<file path="src/rtl/pbosc_pkg.sv">
// shared types, codes and constants for the polyblep oscillator
// no dependencies; imported by every module of the block
package pbosc_pkg;

  // default sizes
  localparam int DEF_SINE_DEPTH  = 1024;
  localparam int DEF_SAMPLE_BITS = 16;

  // pi/2 in q30, used to build the quarter sine table
  localparam longint unsigned HALF_PI_Q30 = 64'd1686629713;

  // operation codes of an input transaction
  localparam logic [1:0] OP_TICK  = 2'd0;
  localparam logic [1:0] OP_START = 2'd1;
  localparam logic [1:0] OP_STOP  = 2'd2;

  // waveform codes
  localparam logic [1:0] WAVE_SINE = 2'd0;
  localparam logic [1:0] WAVE_TRI  = 2'd1;
  localparam logic [1:0] WAVE_SAW  = 2'd2;
  localparam logic [1:0] WAVE_PULSE = 2'd3;

  // register indexes on the config port
  localparam logic [2:0] REG_WAVEFORM = 3'd0;
  localparam logic [2:0] REG_PULSE_WIDTH = 3'd1;
  localparam logic [2:0] REG_LEVEL = 3'd2;
  localparam logic [2:0] REG_TUNE = 3'd3;
  localparam logic [2:0] REG_PERIOD = 3'd4;

  // register reset values
  localparam logic [15:0] RST_PULSE_WIDTH = 16'd32768;
  localparam logic [15:0] RST_LEVEL = 16'd32768;
  localparam logic [18:0] RST_TUNE = 19'd65536;
  localparam logic [31:0] RST_PERIOD = 32'd22906492;

  localparam int QUEUE_DEPTH = 2;

  typedef enum logic [1:0] {
    KIND_TICK,
    KIND_START,
    KIND_STOP
  } pbosc_kind_t;

  // classified item handed from front to back
  typedef struct packed {
    pbosc_kind_t kind;
    logic [15:0] velocity;
    logic [22:0] frequency;
    logic        end_of_block;
  } pbosc_item_t;

  // configuration seen by the back end
  typedef struct packed {
    logic [1:0]  waveform_select;
    logic [15:0] pulse_width;
    logic [15:0] output_level;
    logic [18:0] tune_ratio;
    logic [31:0] sample_period;
  } pbosc_cfg_t;

  typedef enum logic [3:0] {
    S_IDLE,
    S_ST0,
    S_ST1,
    S_ST2,
    S_ST3,
    S_DIV,
    S_SIN_MUL,
    S_SIN_RD,
    S_SIN_VAL,
    S_BL_MUL,
    S_BL_SQ,
    S_BL_ACC,
    S_SC1,
    S_SC2,
    S_OUT
  } pbosc_state_t;

endpackage

</file>
<file path="src/rtl/pbosc_front.sv">
// front end: accepts input transactions, classifies them, queues them
// depends on pbosc_pkg
module pbosc_front (
  input  logic               clk,
  input  logic               rst,
  input  logic               in_valid,
  output logic               in_stall,
  input  logic [1:0]         operation,
  input  logic [15:0]        note_velocity,
  input  logic [22:0]        note_frequency,
  input  logic               end_of_block,
  output pbosc_pkg::pbosc_item_t q_item,
  output logic               q_valid,
  input  logic               q_pop
);
  import pbosc_pkg::*;

  localparam int PW = $clog2(QUEUE_DEPTH);

  pbosc_item_t    entries [QUEUE_DEPTH];
  logic [PW-1:0]  wr_ptr;
  logic [PW-1:0]  rd_ptr;
  logic [PW:0]    count;
  logic           accept;
  logic           push;
  logic           keep;
  pbosc_item_t    item_in;

  // classify the operation; the unused code is dropped
  always_comb begin
    keep = 1'b1;
    item_in.velocity = note_velocity;
    item_in.frequency = note_frequency;
    item_in.end_of_block = end_of_block;
    case (operation)
      OP_TICK:  item_in.kind = KIND_TICK;
      OP_START: item_in.kind = KIND_START;
      OP_STOP:  item_in.kind = KIND_STOP;
      default: begin
        item_in.kind = KIND_TICK;
        keep = 1'b0;
      end
    endcase
  end

  assign in_stall = (count == (PW+1)'(QUEUE_DEPTH));
  assign accept = in_valid & ~in_stall;
  assign push = accept & keep;
  assign q_valid = (count != '0);
  assign q_item = entries[rd_ptr];

  // queue storage
  always_ff @(posedge clk) begin
    if (push) begin
      entries[wr_ptr] <= item_in;
    end
  end

  // queue pointers
  always_ff @(posedge clk) begin
    if (rst) begin
      wr_ptr <= '0;
      rd_ptr <= '0;
      count <= '0;
    end else begin
      if (push) begin
        wr_ptr <= wr_ptr + 1'b1;
      end
      if (q_pop) begin
        rd_ptr <= rd_ptr + 1'b1;
      end
      count <= count + (PW+1)'(push) - (PW+1)'(q_pop);
    end
  end

endmodule

</file>
<file path="config.mk">
export PLATFORM = sky130hd
export DESIGN_NAME = pbosc_front
export DESIGN_NICKNAME = d
export VERILOG_FILES = /design/src/rtl/pbosc_pkg.sv /design/src/rtl/pbosc_front.sv
export SDC_FILE = /design/constraint.sdc
export NUM_CORES = 1
export LEC_CHECK = 0
export BUFFER_PORTS_ARGS = -buffer_cell sky130_fd_sc_hd__buf_4
export CORE_MARGIN = 1
export CORE_UTILIZATION = 55
export DETAILED_ROUTE_END_ITERATION = 12
export PLACE_DENSITY_LB_ADDON = 0.05
export SYNTH_ARGS = -nofsm -noshare
export SYNTH_HDL_FRONTEND = slang
export SYNTH_SLANG_ARGS = --single-unit
</file>
<file path="constraint.sdc">
create_clock -name clk -period 8.6 [get_ports clk]
set_input_delay 0.86 -clock clk [delete_from_list [all_inputs] [get_ports clk]]
set_output_delay 0.86 -clock clk [all_outputs]
set_load 0.01 [all_outputs]
</file>
==> impl_metrics.env <==
export IMPL_yosys_warnings=0
export IMPL_cts_buffers=9
export IMPL_grt_pass1_vias=1783
export IMPL_finalHoldViolations=0
export IMPL_cts_tree="built"
export IMPL_fmax_mhz=359.7
export IMPL_ys_top_cells_by_area="edfxtp_1 76%, mux2_2 14%, dfxtp_1 3.0%, buf_6 1.4%, nor2_1 0.79%"
export IMPL_syn_to_final_growth_pct=28.18
export IMPL_initial_core_util=0.5870
export IMPL_cts_setup_buffers=0
export IMPL_drtIter0Drc=75
export IMPL_outcome="finished clean"
export IMPL_combPwrFrac=0.148
export IMPL_gp_congestion=0.6855
export IMPL_wirelength_mm=5.533
export IMPL_finalMaxSlewViolations=0
export IMPL_dr_total_vias=1704
export IMPL_worst_ep_required_time_ns=7.74
export IMPL_io_pins=90
export IMPL_synth_flop_cell="edfxtp_1"
export IMPL_leakagePower_nw=1.597
export IMPL_die_area_mm2=0.006336
export IMPL_die_h_um=79.60
export IMPL_p_int_w=0.0007553
export IMPL_ys_seq_area_frac=0.7918
export IMPL_drive_above_1_share=0.5907
export IMPL_power_switching_share=0.2224
export IMPL_routedWlPerCell_um=16.72
export IMPL_fin_hold_ws_ns=0.5233
export IMPL_cap_violations=0
export IMPL_die_w_um=79.60
export IMPL_dr_pass1_iters=4
export IMPL_grt_pass1_wl_mm=8.535
export IMPL_antenna_left=0
export IMPL_dp_cells=315
export IMPL_fill_cells=323
export IMPL_pwr_share_seq=0.548
export IMPL_power_w=0.0009714
export IMPL_synth_top_area_frac=0.7616
export IMPL_period_needed_ns=2.780
export IMPL_num_rows=27
export IMPL_drcViolationCount=0
export IMPL_ctsLongestPathBuffers=2
export IMPL_tns_ns=0
export IMPL_setup_violations=0
export IMPL_cts_hold_buf=0
export IMPL_yosysMostFrequentCell="edfxtp_1"
export IMPL_syn_cell_area_mm2=0.003312
export IMPL_fin_nets=302
export IMPL_setup_worst_path_end_class="primary output"
export IMPL_cp_max_fo=42
export IMPL_ir_drop_mv=0.1367
export IMPL_start_kind="flip-flop"
export IMPL_r2r_start="count[0]$_SDFF_PP0_"
export IMPL_tightest_slew_ns=1.181
export IMPL_grt_ovfl_total=0
export IMPL_fin_crit_sh=0.3233
export IMPL_rsz0062_at_grt="no"
export IMPL_synth_top_cells_by_count="84 x edfxtp_1, 42 x mux2_2, 7 x nor2_1"
export IMPL_finClkSkew_ns=0.005573
export IMPL_synth_top_cell_by_area="edfxtp_1"
export IMPL_grt_max_degree=43
export IMPL_place_port_buffers=89
export IMPL_worstSkewPairLatency_ns=0.34
export IMPL_async_flop_share=0
export IMPL_synthDistinctLibCells=18
export IMPL_synth_fp_nets=207
export IMPL_hold_class="flip-flop to flip-flop"
export IMPL_ctsHtreeMaxLevel=3
export IMPL_synth_area_per_cell_um2=20.83
export IMPL_post_layout_nonfiller_instances=331
export IMPL_synth_edff_count=84
export IMPL_vias_per_cell=5.148
export IMPL_power_density_mw_per_mm2=228.8
export IMPL_syn_inst=159
export IMPL_antenna_cells=0
export IMPL_critPathKind="flip-flop to primary output"
export IMPL_path_clk_slew_ns=0.08
export IMPL_antenna_found_initial=0
export IMPL_pwr_share_clk=0.304
export IMPL_worstHoldStart="rd_ptr$_SDFFE_PP0P_"
export IMPL_track_usage=0.1898
export IMPL_maxSlewHeadroom=0.2109
export IMPL_crit_arrival_ns=1.92
export IMPL_cts_root_buf="clkbuf_8"
export IMPL_cts_resized=0
export IMPL_core_area_mm2=0.005642
export IMPL_yosys_register_bits=89
export IMPL_clkSinkCount=89
export IMPL_p_sw_w=0.0002160
-- worst max-delay path, stage by stage, from the launching register on --
cell	delay, ns
dfxtp_2	0.98
mux2_2	0.44
buf_4	0.15
-- registers in the layout (all words and copies together), names as in the netlist, named ones only --
| register | flops |
|---|---|
| wr_ptr | 1 |
| rd_ptr | 1 |
| count | 2 |
| entries | 84 |
-- metrics by stage --
step                cell area, µm²  utilization  setup WS [ns]
floorplan                     3312            -          5.330
global placement              4036       0.7155          6.109
detailed placement            4036       0.7155          6.033
CTS                           4245       0.7525          5.780
global route                  4245       0.7525          5.703
finish                        4245       0.7525          5.820
-- routing by layer --
layer  part of all wire  wire (µm)  GRT usage
met5                  0          0          0
met2               0.54       2976     0.3248
met3              0.065        360    0.06171
met1               0.38       2088     0.2174
met4              0.020        108    0.08182
-- path summary, 6_finish.rpt --
path | endpoint | slack [ns] | cells after the start
setup / recovery | q_item[2] | 5.82 | 2
hold / removal | flip-flop | 0.52 | 2
hold reg to reg | flip-flop | 0.52 | 2
setup reg to reg | entries[0][35]$_DFFE_PP_ | 6.62 | 3
-- cell type report --
class / instances / area (µm²) / share of cell area
clock buffer: 9 / 123.9 / 0.02918
clock inverter: 7 / 85.08 / 0.02004
inverter: 2 / 7.507 / 0.001768
multi-input combinational: 63 / 646.9 / 0.1524
sequential: 89 / 2624 / 0.6180
tap: 72 / 90.09 / 0.02122
timing repair buffer: 89 / 668.1 / 0.1574
-- power by group through the flow --
stage	registers (W)	logic [W]	clock network (W)
6_report	0.000532	0.000144	0.000295
5_1_grt	0.000536	0.000156	0.000317
4_1_cts	0.000533	0.000146	0.000302
3_5_place_dp	0.000543	0.000145	0
3_3_place_gp	0.000539	0.000140	0
2_1_floorplan	0.000532	0.0000819	0
-- layout by cell type, fill, tap and decap left out, types with 2 or more instances in the layout --
cell | synthesis | layout
buf_4 | 0 | 89
edfxtp_1 | 84 | 84
mux2_2 | 42 | 42
clkbuf_8 | 0 | 9
nor2_1 | 7 | 5
dfxtp_1 | 5 | 4
nor2b_1 | 3 | 3
inv_1 | 2 | 2
nor2_4 | 0 | 2
ha_1 | 2 | 2
clkinv_2 | 0 | 2
clkinv_1 | 0 | 2
bufinv_16 | 0 | 2
-- cells by family (layout without fill, tap and decap cells) --
| kind of cell | count (synthesis) | count (layout) | share of synthesized area |
|---|---|---|---|
| adder cells (fa/ha/maj) | 2 | 2 | 0.007555 |
| flip-flops | 89 | 89 | 0.7918 |
| multiplexers | 43 | 43 | 0.1473 |
| buffers and inverters | 7 | 107 | 0.01738 |
| XOR/XNOR | 2 | 2 | 0.005290 |
| AND/OR/NAND/NOR | 16 | 16 | 0.03060 |
(Power assumes the default switching activity.)
